===== config.mk =====
export PLATFORM = sky130hd
export DESIGN_NAME = altitude_window_stats_tracker_unit
export DESIGN_NICKNAME = d
export VERILOG_FILES = /design/src/sv/awst_pkg.sv /design/src/sv/awst_ram.sv /design/src/sv/awst_div.sv /design/src/sv/altitude_window_stats_tracker_unit.sv
export SDC_FILE = /design/constraint.sdc
export NUM_CORES = 2
export LEC_CHECK = 0
export ABC_AREA = 1
export BUFFER_PORTS_ARGS = -buffer_cell sky130_fd_sc_hd__buf_2
export CAP_MARGIN = 10
export CORE_ASPECT_RATIO = 0.8
export CORE_UTILIZATION = 45
export CTS_CLUSTER_SIZE = 30
export DETAILED_ROUTE_END_ITERATION = 8
export PLACE_DENSITY = 0.66
export SLEW_MARGIN = 0
export SYNTH_ARGS = -nofsm -noshare
export SYNTH_HDL_FRONTEND = slang
export SYNTH_SLANG_ARGS = --single-unit

===== constraint.sdc =====
create_clock -name aclk -period 10.7 [get_ports aclk]
set_input_delay 2.14 -clock aclk [delete_from_list [all_inputs] [get_ports aclk]]
set_output_delay 2.14 -clock aclk [all_outputs]
set_load 0.01 [all_outputs]

===== src/sv/awst_pkg.sv =====
// Shared constants for the altitude window statistics tracker.
package awst_pkg;

    // Field widths
    localparam int ALT_W       = 21;
    localparam int WLEN_W      = 7;
    localparam int HYST_W      = 17;
    localparam int TOT_OUT_W   = 32;
    localparam int CFG_INDEX_W = 2;
    localparam int CFG_DATA_W  = 17;

    // Parameter defaults
    localparam int WINDOW_MAX_DEF = 64;
    localparam int TOTAL_BITS_DEF = 32;

    // Register reset values
    localparam logic [WLEN_W-1:0] WLEN_RESET = 7'd16;
    localparam logic [HYST_W-1:0] HYST_RESET = 17'd300;

    // Configuration register indexes
    localparam logic [CFG_INDEX_W-1:0] REG_WINDOW_LENGTH = 2'd0;
    localparam logic [CFG_INDEX_W-1:0] REG_HYSTERESIS    = 2'd1;

endpackage


===== src/sv/awst_ram.sv =====
// Generic single-write, single-read RAM with registered read data.
module awst_ram #(
    parameter int WIDTH = 21,
    parameter int DEPTH = 64,
    localparam int ADDR_W = (DEPTH > 1) ? $clog2(DEPTH) : 1
) (
    input  logic              aclk,
    input  logic              wr_en,
    input  logic [ADDR_W-1:0] wr_addr,
    input  logic [WIDTH-1:0]  wr_data,
    input  logic              rd_en,
    input  logic [ADDR_W-1:0] rd_addr,
    output logic [WIDTH-1:0]  rd_data
);

    logic [WIDTH-1:0] mem [DEPTH];
    logic [WIDTH-1:0] rd_data_reg;

    // Write port and registered read port
    always_ff @(posedge aclk) begin
        if (wr_en) begin
            mem[wr_addr] <= wr_data;
        end
        if (rd_en) begin
            rd_data_reg <= mem[rd_addr];
        end
    end

    assign rd_data = rd_data_reg;

endmodule


===== src/sv/awst_div.sv =====
// Restoring signed divider, one quotient bit per cycle, truncating toward zero.
module awst_div #(
    parameter int DVD_W = 27,
    parameter int DVS_W = 7,
    localparam int CNT_W = $clog2(DVD_W + 1)
) (
    input  logic                    aclk,
    input  logic                    aresetn,
    input  logic                    start,
    input  logic signed [DVD_W-1:0] dividend,
    input  logic [DVS_W-1:0]        divisor,
    output logic                    busy,
    output logic signed [DVD_W-1:0] quotient
);

    logic [CNT_W-1:0] cnt_reg, cnt_next;
    logic [DVD_W-1:0] mag_reg, mag_next;
    logic [DVS_W-1:0] rem_reg, rem_next;
    logic [DVS_W-1:0] dvs_reg, dvs_next;
    logic             neg_reg, neg_next;
    logic [DVS_W:0]   trial;
    logic [DVS_W+1:0] diff;
    logic             ge;

    // Trial subtract of the divisor from the shifted partial remainder
    assign trial = {rem_reg, mag_reg[DVD_W-1]};
    assign diff  = {1'b0, trial} - {2'b00, dvs_reg};
    assign ge    = ~diff[DVS_W+1];

    always_comb begin
        cnt_next = cnt_reg;
        mag_next = mag_reg;
        rem_next = rem_reg;
        dvs_next = dvs_reg;
        neg_next = neg_reg;
        if (start) begin
            // Load magnitude and sign, clear the remainder
            cnt_next = CNT_W'(DVD_W);
            mag_next = dividend[DVD_W-1] ? DVD_W'(-dividend) : DVD_W'(dividend);
            rem_next = '0;
            dvs_next = divisor;
            neg_next = dividend[DVD_W-1];
        end else if (cnt_reg != '0) begin
            // Shift in one quotient bit
            cnt_next = cnt_reg - CNT_W'(1);
            mag_next = {mag_reg[DVD_W-2:0], ge};
            rem_next = ge ? diff[DVS_W-1:0] : trial[DVS_W-1:0];
        end
    end

    always_ff @(posedge aclk) begin
        if (!aresetn) begin
            cnt_reg <= '0;
        end else begin
            cnt_reg <= cnt_next;
        end
        mag_reg <= mag_next;
        rem_reg <= rem_next;
        dvs_reg <= dvs_next;
        neg_reg <= neg_next;
    end

    assign busy     = (cnt_reg != '0);
    assign quotient = neg_reg ? $signed(-mag_reg) : $signed(mag_reg);

endmodule


===== src/sv/altitude_window_stats_tracker_unit.sv =====
// Altitude window statistics tracker: one sample in, mean, extremes and climb totals out.
// Each sample goes through the take, a ring read, the drop of the oldest sample and the
// append, then the climb test, which starts the restoring divider, the total update, the
// wait for the divider and the result load. The divider works out one quotient bit for
// each bit of the window sum (ALT_W + log2(WINDOW_MAX) bits) and runs on through the
// total update. s_ready is low while a sample is in progress. A finished result waits in
// the output register while the next sample is taken; the load of the following result
// stalls until that register is free. The configuration port is always ready, but
// writes belong in idle time, and a window_length write empties the window.
module altitude_window_stats_tracker_unit #(
    parameter int WINDOW_MAX = awst_pkg::WINDOW_MAX_DEF,
    parameter int TOTAL_BITS = awst_pkg::TOTAL_BITS_DEF
) (
    input  logic                                  aclk,
    input  logic                                  aresetn,
    // Configuration writes
    input  logic                                  cfg_valid,
    output logic                                  cfg_ready,
    input  logic [awst_pkg::CFG_INDEX_W-1:0]      cfg_index,
    input  logic [awst_pkg::CFG_DATA_W-1:0]       cfg_data,
    // Sample requests
    input  logic                                  s_valid,
    output logic                                  s_ready,
    input  logic signed [awst_pkg::ALT_W-1:0]     s_altitude_cm,
    // Result requests
    output logic                                  m_valid,
    input  logic                                  m_ready,
    output logic signed [awst_pkg::ALT_W-1:0]     m_mean_cm,
    output logic signed [awst_pkg::ALT_W-1:0]     m_minimum_cm,
    output logic signed [awst_pkg::ALT_W-1:0]     m_maximum_cm,
    output logic [awst_pkg::TOT_OUT_W-1:0]        m_ascent_total_cm,
    output logic [awst_pkg::TOT_OUT_W-1:0]        m_descent_total_cm,
    output logic                                  m_minimum_changed,
    output logic                                  m_maximum_changed,
    output logic                                  m_ascent_changed,
    output logic                                  m_descent_changed
);

    localparam int ALT_W   = awst_pkg::ALT_W;
    localparam int IDX_W   = (WINDOW_MAX > 1) ? $clog2(WINDOW_MAX) : 1;
    localparam int CNT_W   = $clog2(WINDOW_MAX + 1);
    localparam int SUM_W   = ALT_W + $clog2(WINDOW_MAX);
    localparam int CLAMP_W = (CNT_W > awst_pkg::WLEN_W) ? CNT_W : awst_pkg::WLEN_W;
    localparam int DEL_W   = ALT_W + 2;
    localparam int ADD_W   = ((TOTAL_BITS > ALT_W) ? TOTAL_BITS : ALT_W) + 1;

    typedef enum logic [2:0] {
        ST_IDLE, ST_READ, ST_DROP, ST_APPEND, ST_CLIMB, ST_TOTAL, ST_DIVIDE, ST_DONE
    } state_t;

    state_t state_reg, state_next;

    logic [awst_pkg::WLEN_W-1:0] wlen_reg, wlen_next;
    logic [awst_pkg::HYST_W-1:0] hyst_reg, hyst_next;

    logic signed [ALT_W-1:0] cur_reg, cur_next;
    logic                    full_reg, full_next;
    logic [IDX_W-1:0]        slot_reg, slot_next;
    logic [CNT_W-1:0]        held_reg, held_next;
    logic signed [SUM_W-1:0] sum_reg, sum_next;
    logic signed [ALT_W-1:0] lowest_reg, lowest_next;
    logic signed [ALT_W-1:0] highest_reg, highest_next;
    logic signed [ALT_W-1:0] ref_reg, ref_next;
    logic [TOTAL_BITS-1:0]   asc_reg, asc_next;
    logic [TOTAL_BITS-1:0]   des_reg, des_next;
    logic                    seen_reg, seen_next;
    logic                    asc_hit_reg, asc_hit_next;
    logic                    des_hit_reg, des_hit_next;
    logic [ALT_W-1:0]        amount_reg, amount_next;
    logic                    min_chg_reg, min_chg_next;
    logic                    max_chg_reg, max_chg_next;
    logic                    asc_chg_reg, asc_chg_next;
    logic                    des_chg_reg, des_chg_next;

    logic                           m_valid_reg, m_valid_next;
    logic signed [ALT_W-1:0]        m_mean_reg, m_mean_next;
    logic signed [ALT_W-1:0]        m_min_reg, m_min_next;
    logic signed [ALT_W-1:0]        m_max_reg, m_max_next;
    logic [awst_pkg::TOT_OUT_W-1:0] m_asc_reg, m_asc_next;
    logic [awst_pkg::TOT_OUT_W-1:0] m_des_reg, m_des_next;
    logic                           m_min_chg_reg, m_min_chg_next;
    logic                           m_max_chg_reg, m_max_chg_next;
    logic                           m_asc_chg_reg, m_asc_chg_next;
    logic                           m_des_chg_reg, m_des_chg_next;

    logic [CLAMP_W-1:0]      wlen_ext;
    logic [CNT_W-1:0]        len_eff;
    logic signed [CNT_W:0]   old_diff;
    logic [IDX_W-1:0]        oldest;
    logic signed [DEL_W-1:0] delta;
    logic signed [DEL_W-1:0] neg_delta;
    logic signed [DEL_W-1:0] hyst_s;
    logic [TOTAL_BITS-1:0]   acc_base;
    logic [ADD_W-1:0]        acc_sum;
    logic [ADD_W-1:0]        acc_limit;
    logic [TOTAL_BITS-1:0]   acc_new;

    logic                    ram_wr_en;
    logic                    ram_rd_en;
    logic [ALT_W-1:0]        ram_rd_data;
    logic                    div_start;
    logic                    div_busy;
    logic signed [SUM_W-1:0] div_quot;

    // Sample ring
    awst_ram #(
        .WIDTH (ALT_W),
        .DEPTH (WINDOW_MAX)
    ) u_ring (
        .aclk    (aclk),
        .wr_en   (ram_wr_en),
        .wr_addr (slot_reg),
        .wr_data (cur_reg),
        .rd_en   (ram_rd_en),
        .rd_addr (oldest),
        .rd_data (ram_rd_data)
    );

    // Mean divider
    awst_div #(
        .DVD_W (SUM_W),
        .DVS_W (CNT_W)
    ) u_div (
        .aclk     (aclk),
        .aresetn  (aresetn),
        .start    (div_start),
        .dividend (sum_reg),
        .divisor  (held_reg),
        .busy     (div_busy),
        .quotient (div_quot)
    );

    // Clamp the window length to 1..WINDOW_MAX
    assign wlen_ext = CLAMP_W'(wlen_reg);
    always_comb begin
        if (wlen_reg == '0) begin
            len_eff = CNT_W'(1);
        end else if (wlen_ext > CLAMP_W'(WINDOW_MAX)) begin
            len_eff = CNT_W'(WINDOW_MAX);
        end else begin
            len_eff = CNT_W'(wlen_ext);
        end
    end

    // Oldest slot: write slot minus samples held, wrapped round the ring
    assign old_diff = $signed({1'b0, CNT_W'(slot_reg)}) - $signed({1'b0, held_reg});
    assign oldest   = old_diff[CNT_W] ? IDX_W'(old_diff + (CNT_W + 1)'(WINDOW_MAX))
                                      : IDX_W'(old_diff);

    // Climb difference against the reference
    assign delta     = DEL_W'(cur_reg) - DEL_W'(ref_reg);
    assign neg_delta = -delta;
    assign hyst_s    = $signed(DEL_W'(hyst_reg));

    // Shared saturating adder for the ascent and descent totals
    assign acc_base  = asc_hit_reg ? asc_reg : des_reg;
    assign acc_sum   = ADD_W'(acc_base) + ADD_W'(amount_reg);
    assign acc_limit = ADD_W'({TOTAL_BITS{1'b1}});
    assign acc_new   = (acc_sum >= acc_limit) ? {TOTAL_BITS{1'b1}} : TOTAL_BITS'(acc_sum);

    assign ram_rd_en = (state_reg == ST_READ);
    assign ram_wr_en = (state_reg == ST_APPEND);
    assign div_start = (state_reg == ST_CLIMB);

    always_comb begin
        state_next     = state_reg;
        wlen_next      = wlen_reg;
        hyst_next      = hyst_reg;
        cur_next       = cur_reg;
        full_next      = full_reg;
        slot_next      = slot_reg;
        held_next      = held_reg;
        sum_next       = sum_reg;
        lowest_next    = lowest_reg;
        highest_next   = highest_reg;
        ref_next       = ref_reg;
        asc_next       = asc_reg;
        des_next       = des_reg;
        seen_next      = seen_reg;
        asc_hit_next   = asc_hit_reg;
        des_hit_next   = des_hit_reg;
        amount_next    = amount_reg;
        min_chg_next   = min_chg_reg;
        max_chg_next   = max_chg_reg;
        asc_chg_next   = asc_chg_reg;
        des_chg_next   = des_chg_reg;
        m_valid_next   = m_valid_reg;
        m_mean_next    = m_mean_reg;
        m_min_next     = m_min_reg;
        m_max_next     = m_max_reg;
        m_asc_next     = m_asc_reg;
        m_des_next     = m_des_reg;
        m_min_chg_next = m_min_chg_reg;
        m_max_chg_next = m_max_chg_reg;
        m_asc_chg_next = m_asc_chg_reg;
        m_des_chg_next = m_des_chg_reg;

        // Drop a delivered result
        if (m_valid_reg && m_ready) begin
            m_valid_next = 1'b0;
        end

        // Configuration writes; a window length write empties the window
        if (cfg_valid) begin
            case (cfg_index)
                awst_pkg::REG_WINDOW_LENGTH: begin
                    wlen_next = cfg_data[awst_pkg::WLEN_W-1:0];
                    slot_next = '0;
                    held_next = '0;
                    sum_next  = '0;
                end
                awst_pkg::REG_HYSTERESIS: begin
                    hyst_next = cfg_data[awst_pkg::HYST_W-1:0];
                end
                default: begin
                end
            endcase
        end

        case (state_reg)
            ST_IDLE: begin
                // Take a sample and note whether the window is full
                if (s_valid) begin
                    cur_next   = s_altitude_cm;
                    full_next  = (held_reg >= len_eff);
                    state_next = ST_READ;
                end
            end
            ST_READ: begin
                state_next = ST_DROP;
            end
            ST_DROP: begin
                // Remove the oldest sample from the sum when full
                if (full_reg) begin
                    sum_next = sum_reg - SUM_W'($signed(ram_rd_data));
                end
                state_next = ST_APPEND;
            end
            ST_APPEND: begin
                // Append the sample and advance the write slot
                sum_next  = sum_reg + SUM_W'(cur_reg);
                held_next = full_reg ? held_reg : held_reg + CNT_W'(1);
                slot_next = (slot_reg == IDX_W'(WINDOW_MAX - 1)) ? '0
                                                                 : slot_reg + IDX_W'(1);
                state_next = ST_CLIMB;
            end
            ST_CLIMB: begin
                asc_hit_next = 1'b0;
                des_hit_next = 1'b0;
                amount_next  = '0;
                if (!seen_reg) begin
                    // First sample sets extremes and reference, clears totals
                    lowest_next  = cur_reg;
                    highest_next = cur_reg;
                    ref_next     = cur_reg;
                    asc_next     = '0;
                    des_next     = '0;
                    seen_next    = 1'b1;
                    min_chg_next = 1'b1;
                    max_chg_next = 1'b1;
                    asc_chg_next = 1'b1;
                    des_chg_next = 1'b1;
                end else begin
                    min_chg_next = (cur_reg < lowest_reg);
                    max_chg_next = (cur_reg > highest_reg);
                    if (cur_reg < lowest_reg) begin
                        lowest_next = cur_reg;
                    end
                    if (cur_reg > highest_reg) begin
                        highest_next = cur_reg;
                    end
                    asc_chg_next = 1'b0;
                    des_chg_next = 1'b0;
                    // Hysteresis test; move the reference on a hit
                    if (delta > hyst_s) begin
                        asc_hit_next = 1'b1;
                        asc_chg_next = 1'b1;
                        amount_next  = delta[ALT_W-1:0];
                        ref_next     = cur_reg;
                    end else if (neg_delta > hyst_s) begin
                        des_hit_next = 1'b1;
                        des_chg_next = 1'b1;
                        amount_next  = neg_delta[ALT_W-1:0];
                        ref_next     = cur_reg;
                    end
                end
                state_next = ST_TOTAL;
            end
            ST_TOTAL: begin
                // Accumulate into the total that was hit
                if (asc_hit_reg) begin
                    asc_next = acc_new;
                end else if (des_hit_reg) begin
                    des_next = acc_new;
                end
                state_next = ST_DIVIDE;
            end
            ST_DIVIDE: begin
                if (!div_busy) begin
                    state_next = ST_DONE;
                end
            end
            ST_DONE: begin
                // Load the result once the output register is free
                if (!m_valid_reg || m_ready) begin
                    m_valid_next   = 1'b1;
                    m_mean_next    = div_quot[ALT_W-1:0];
                    m_min_next     = lowest_reg;
                    m_max_next     = highest_reg;
                    m_asc_next     = awst_pkg::TOT_OUT_W'(asc_reg);
                    m_des_next     = awst_pkg::TOT_OUT_W'(des_reg);
                    m_min_chg_next = min_chg_reg;
                    m_max_chg_next = max_chg_reg;
                    m_asc_chg_next = asc_chg_reg;
                    m_des_chg_next = des_chg_reg;
                    state_next     = ST_IDLE;
                end
            end
            default: begin
                state_next = ST_IDLE;
            end
        endcase
    end

    always_ff @(posedge aclk) begin
        if (!aresetn) begin
            state_reg   <= ST_IDLE;
            wlen_reg    <= awst_pkg::WLEN_RESET;
            hyst_reg    <= awst_pkg::HYST_RESET;
            slot_reg    <= '0;
            held_reg    <= '0;
            sum_reg     <= '0;
            lowest_reg  <= '0;
            highest_reg <= '0;
            ref_reg     <= '0;
            asc_reg     <= '0;
            des_reg     <= '0;
            seen_reg    <= 1'b0;
            m_valid_reg <= 1'b0;
        end else begin
            state_reg   <= state_next;
            wlen_reg    <= wlen_next;
            hyst_reg    <= hyst_next;
            slot_reg    <= slot_next;
            held_reg    <= held_next;
            sum_reg     <= sum_next;
            lowest_reg  <= lowest_next;
            highest_reg <= highest_next;
            ref_reg     <= ref_next;
            asc_reg     <= asc_next;
            des_reg     <= des_next;
            seen_reg    <= seen_next;
            m_valid_reg <= m_valid_next;
        end
        cur_reg       <= cur_next;
        full_reg      <= full_next;
        asc_hit_reg   <= asc_hit_next;
        des_hit_reg   <= des_hit_next;
        amount_reg    <= amount_next;
        min_chg_reg   <= min_chg_next;
        max_chg_reg   <= max_chg_next;
        asc_chg_reg   <= asc_chg_next;
        des_chg_reg   <= des_chg_next;
        m_mean_reg    <= m_mean_next;
        m_min_reg     <= m_min_next;
        m_max_reg     <= m_max_next;
        m_asc_reg     <= m_asc_next;
        m_des_reg     <= m_des_next;
        m_min_chg_reg <= m_min_chg_next;
        m_max_chg_reg <= m_max_chg_next;
        m_asc_chg_reg <= m_asc_chg_next;
        m_des_chg_reg <= m_des_chg_next;
    end

    assign cfg_ready          = 1'b1;
    assign s_ready            = (state_reg == ST_IDLE);
    assign m_valid            = m_valid_reg;
    assign m_mean_cm          = m_mean_reg;
    assign m_minimum_cm       = m_min_reg;
    assign m_maximum_cm       = m_max_reg;
    assign m_ascent_total_cm  = m_asc_reg;
    assign m_descent_total_cm = m_des_reg;
    assign m_minimum_changed  = m_min_chg_reg;
    assign m_maximum_changed  = m_max_chg_reg;
    assign m_ascent_changed   = m_asc_chg_reg;
    assign m_descent_changed  = m_des_chg_reg;

endmodule

==> summary.md <==
- **status** complete, no violations
- **final design instance area without fill** 88290 um^2
- **reg2reg end** u_ring.rd_data[16]
- **share of the clock period used by the worst path after layout** 0.5555
- **most used flip-flop cell after synthesis** edfxtp_1
- **top cells by instance count after synthesis** 1580 x edfxtp_1, 998 x nor2_1, 941 x o21ai_0, 832 x nand2_1, 440 x inv_1
- **Cell variety after synth** 61
- **largest cells by area after synthesis** edfxtp_1 60%, o21ai_0 6.0%, dfxtp_1 5.3%
- **clock buffers created by TritonCTS** 177
- **total die area** 177000 um^2
- **clock latency on the worst-skew pair** 0.83 ns
- **Cell Chain, Critical Path** inv_1 > ha_4 > buf_4 > buf_4 > buf_4 > o21ai_0 > o22ai_1 > nand2_1 > a21oi_1 > nor2_1 > a32oi_1 > mux2_2
- **synthesized area per cell** 11.10 um^2
- **Antenna Nets Post-Route** 0
- **Setup CP Type** reg -> reg
- **warning count from the yosys run** 0
- **Area after DPL** 82660 um^2
- **largest fanout on the critical path** 81
- **Net Sw Frac** 0.2839
- **switching pwr** 4.778 mW
- **sequential share of the synthesized area** 0.6541
- **post-synth top area share** 0.6014
- **most numerous cell in the Yosys netlist** edfxtp_1
- **part of the power in combinational logic** 0.157
- **Post-CTS Setup Inserts** 0
- **total of flip-flops plus latches after synthesis** 1788
- **number of cells traversed by the worst register-to-register path** 12
- **number of instances resized during post-cts repair** 0
- **Max stage delay cell, worst path** a32oi_1
- **CTS H-tree lvls** 4
- **number of hold violations in the final report** 0
- **# nets final** 7459
- **power share of the clock group** 0.365
- **setup repair after global routing missed its margin** false
- **cell depth of the worst hold path** 0
- **maximum cell stage delay along the critical path** 0.97 ns
- **root buffer selected by CTS** clkbuf_16
- **All-Layer GR Usage** 0.2619
- **final critical path time including I/O delays and setup** 5.944 ns
- **HPWL Detailed** 144.9 mm
- **CTS tree** yes
- **element type at the critical path start** register
- **via count of the routed design** 57680
- **effective utilization at floorplan** 0.4530
- **clock input transition at the sequential cells of the worst setup and hold paths** 0.07 ns
- **cts hold-fix bufs** 0
- **total clock sinks** 1788
- **Hold EP** m_maximum_cm[17]
- **first-pass GRT wire length** 348.9 mm
- **power density over the cells** 190.6 nW/um^2
- **post-synth net total** 7350
- **hold_sp** highest_reg[17]
- **Critical Path Most Common Cell** buf_4
- **Total Negative Setup Slacks** 0 ns
- **setup-violating endpoint count in the final report** 0
- **largest net degree at the start of global routing** 196
- **number of enable-type register cells in the synthesized netlist** 1580
- **GRT overflow** 0
- **crit end category** register
- **CORE AREA** 174200 um^2
- **leakage** 31.03 nW
- **Seq pwr share** 0.478
- **summed instance area of the synthesized netlist** 78900 um^2
- **register area** 51610 um^2
- **worst clock skew** 0.04965 ns
- **vias in the first global route** 53610
- **worst reg2reg path startpoint** slot_reg[0]
- **worst-case headroom to the max-slew limit** 0.1394
- **worst reg2reg setup slack** 4.76 ns
- **fraction of layout instances using a drive strength above 1** 0.1035
- **area of combinational cells with multiple inputs** 24440 um^2
- **I/O pin count** 179
- **DRT Wirelength** 237.4 mm
- **max FFs per register** 1344
- **async set-or-reset flop fraction in the synthesized netlist** 0
- **post-DR wirelength/cell** 24.61 um
- **Int Pwr** 12.05 mW
- **Die Height** 376.5 um
- **vias per cell** 5.978
- **worst path required time** 11.37 ns
- **filler cell count in the final layout** 15040
- **antenna violations before repair** 13
- **DRC violation count after routing** 0
- **number of cells produced by synthesis** 7105
- **slew at the pin closest to its max-slew limit** 1.291 ns
- **deepest clock path buffer count** 3
- **number of optimization iterations in the first detailed-route pass** 8
- **data arrival time of the critical path** 6.61 ns
- **library cell with the largest summed area after synthesis** edfxtp_1
- **Final Max Tran Viols** 0
- **Max IR drop VDD** 0.1334 mV
- **standard-cell rows** 137
- **maximum capacitance violations** 0
- **worst min-delay path class** reg -> reg
- **GPL Wtd Cong** 0.9451
- **detailed router's first-iteration violation count** 7971
- **Die Wd** 470.1 um
- **port buffer count** 177
- **Total Power Consumption** 16.83 mW
- **register with the most flip-flops** u_ring.mem
- **area added between synthesis and finish** 11.91%
- **maximum clock frequency** 168.2 MHz
[metal layers]
metal,GRT usage,share of wire,vias up
li1,-,-,25900
met1,0.3906,0.43,28390
met2,0.3813,0.43,2976
met3,0.05646,0.11,404
met4,0.07696,0.027,6
met5,0,0.00018,-
[layout make-up]
cell class,count,share of cell area
flip-flops and latches,1788,0.5845
multi-input cells,4477,0.2769
clock buffers,225,0.05303
well taps,2293,0.03249
repair buffers,313,0.02262
inverters,457,0.01966
clock inverters,92,0.01074
diodes,3,0.00008503
[power by group through the flow]
stage / clock, mW / combinational, mW / sequential, mW
after detailed placement: 0 / 2.58 / 8.19
final: 6.15 / 2.64 / 8.04
after CTS: 6.20 / 2.59 / 8.04
after floorplan: 0 / 1.64 / 8.19
after global routing: 6.44 / 2.90 / 8.06
after global placement: 0 / 2.53 / 8.18
[cells in the final DEF, fill, tap and decap left out, drive strengths merged, types with 21 or more instances in the layout]
master / synthesis / final
edfxtp: 1580 / 1580
nor2: 1015 / 1015
o21ai: 952 / 952
nand2: 853 / 853
inv: 449 / 461
a21oi: 383 / 383
nand3: 333 / 333
buf: 42 / 313
o221ai: 258 / 258
clkbuf: 341 / 225
dfxtp: 208 / 208
ha: 194 / 194
o22ai: 88 / 88
clkinv: 8 / 73
xor2: 69 / 69
nor3: 50 / 50
a32oi: 43 / 43
nand4: 35 / 35
xnor2: 31 / 31
o211ai: 30 / 30
or2: 22 / 22
mux2: 21 / 21
[cells by family (layout without fill, tap and decap cells)]
kind of cell | after synthesis | count (layout) | synth area share
multiplexers | 21 | 21 | 0.002997
adder cells (fa/ha/maj) | 200 | 200 | 0.03229
other | 1 | 4 | 0.00004753
XOR/XNOR | 100 | 100 | 0.01110
AO/OA/AOI/OAI | 1822 | 1822 | 0.1344
flip-flops | 1788 | 1788 | 0.6541
AND/OR/NAND/NOR | 2333 | 2333 | 0.1239
buffers and inverters | 840 | 1087 | 0.04114
[per-stage QoR]
step / util / cells / hold slack, ns / setup WS (ns)
floorplan: - / 7105 / 0.4003 / 2.427
global placement: 0.4746 / 9328 / 0.4156 / 5.097
detailed placement: 0.4746 / 9328 / 0.4142 / 4.938
CTS: 0.5069 / 9645 / 0.4276 / 4.915
global route: 0.5069 / 9646 / 0.4391 / 4.435
finish: 0.5070 / 9648 / 0.4269 / 4.756
[worst max-delay path: cells and delay by family (launching register included)]
kind | cells | cell delay [ns]
fa+ha+maj | 1 | 0.90
mux | 1 | 0.33
flops | 1 | 0.45
simple gates | 2 | 0.13
compound gates | 4 | 1.52
buf+inv | 4 | 2.30
[worst max-delay path by stage]
stage	end	slack (ns)	depth (start not counted)	from
floorplan	m_ascent_changed	2.43	2	m_ready
global placement	u_ring.rd_data[16]	5.10	12	slot_reg[0]
detailed placement	u_ring.rd_data[2]	4.94	12	slot_reg[0]
CTS	u_ring.rd_data[2]	4.91	12	slot_reg[0]
global route	u_ring.rd_data[16]	4.43	12	slot_reg[0]
finish	u_ring.rd_data[16]	4.76	12	slot_reg[0]
Note: power is estimated with default switching activity, not from simulation.
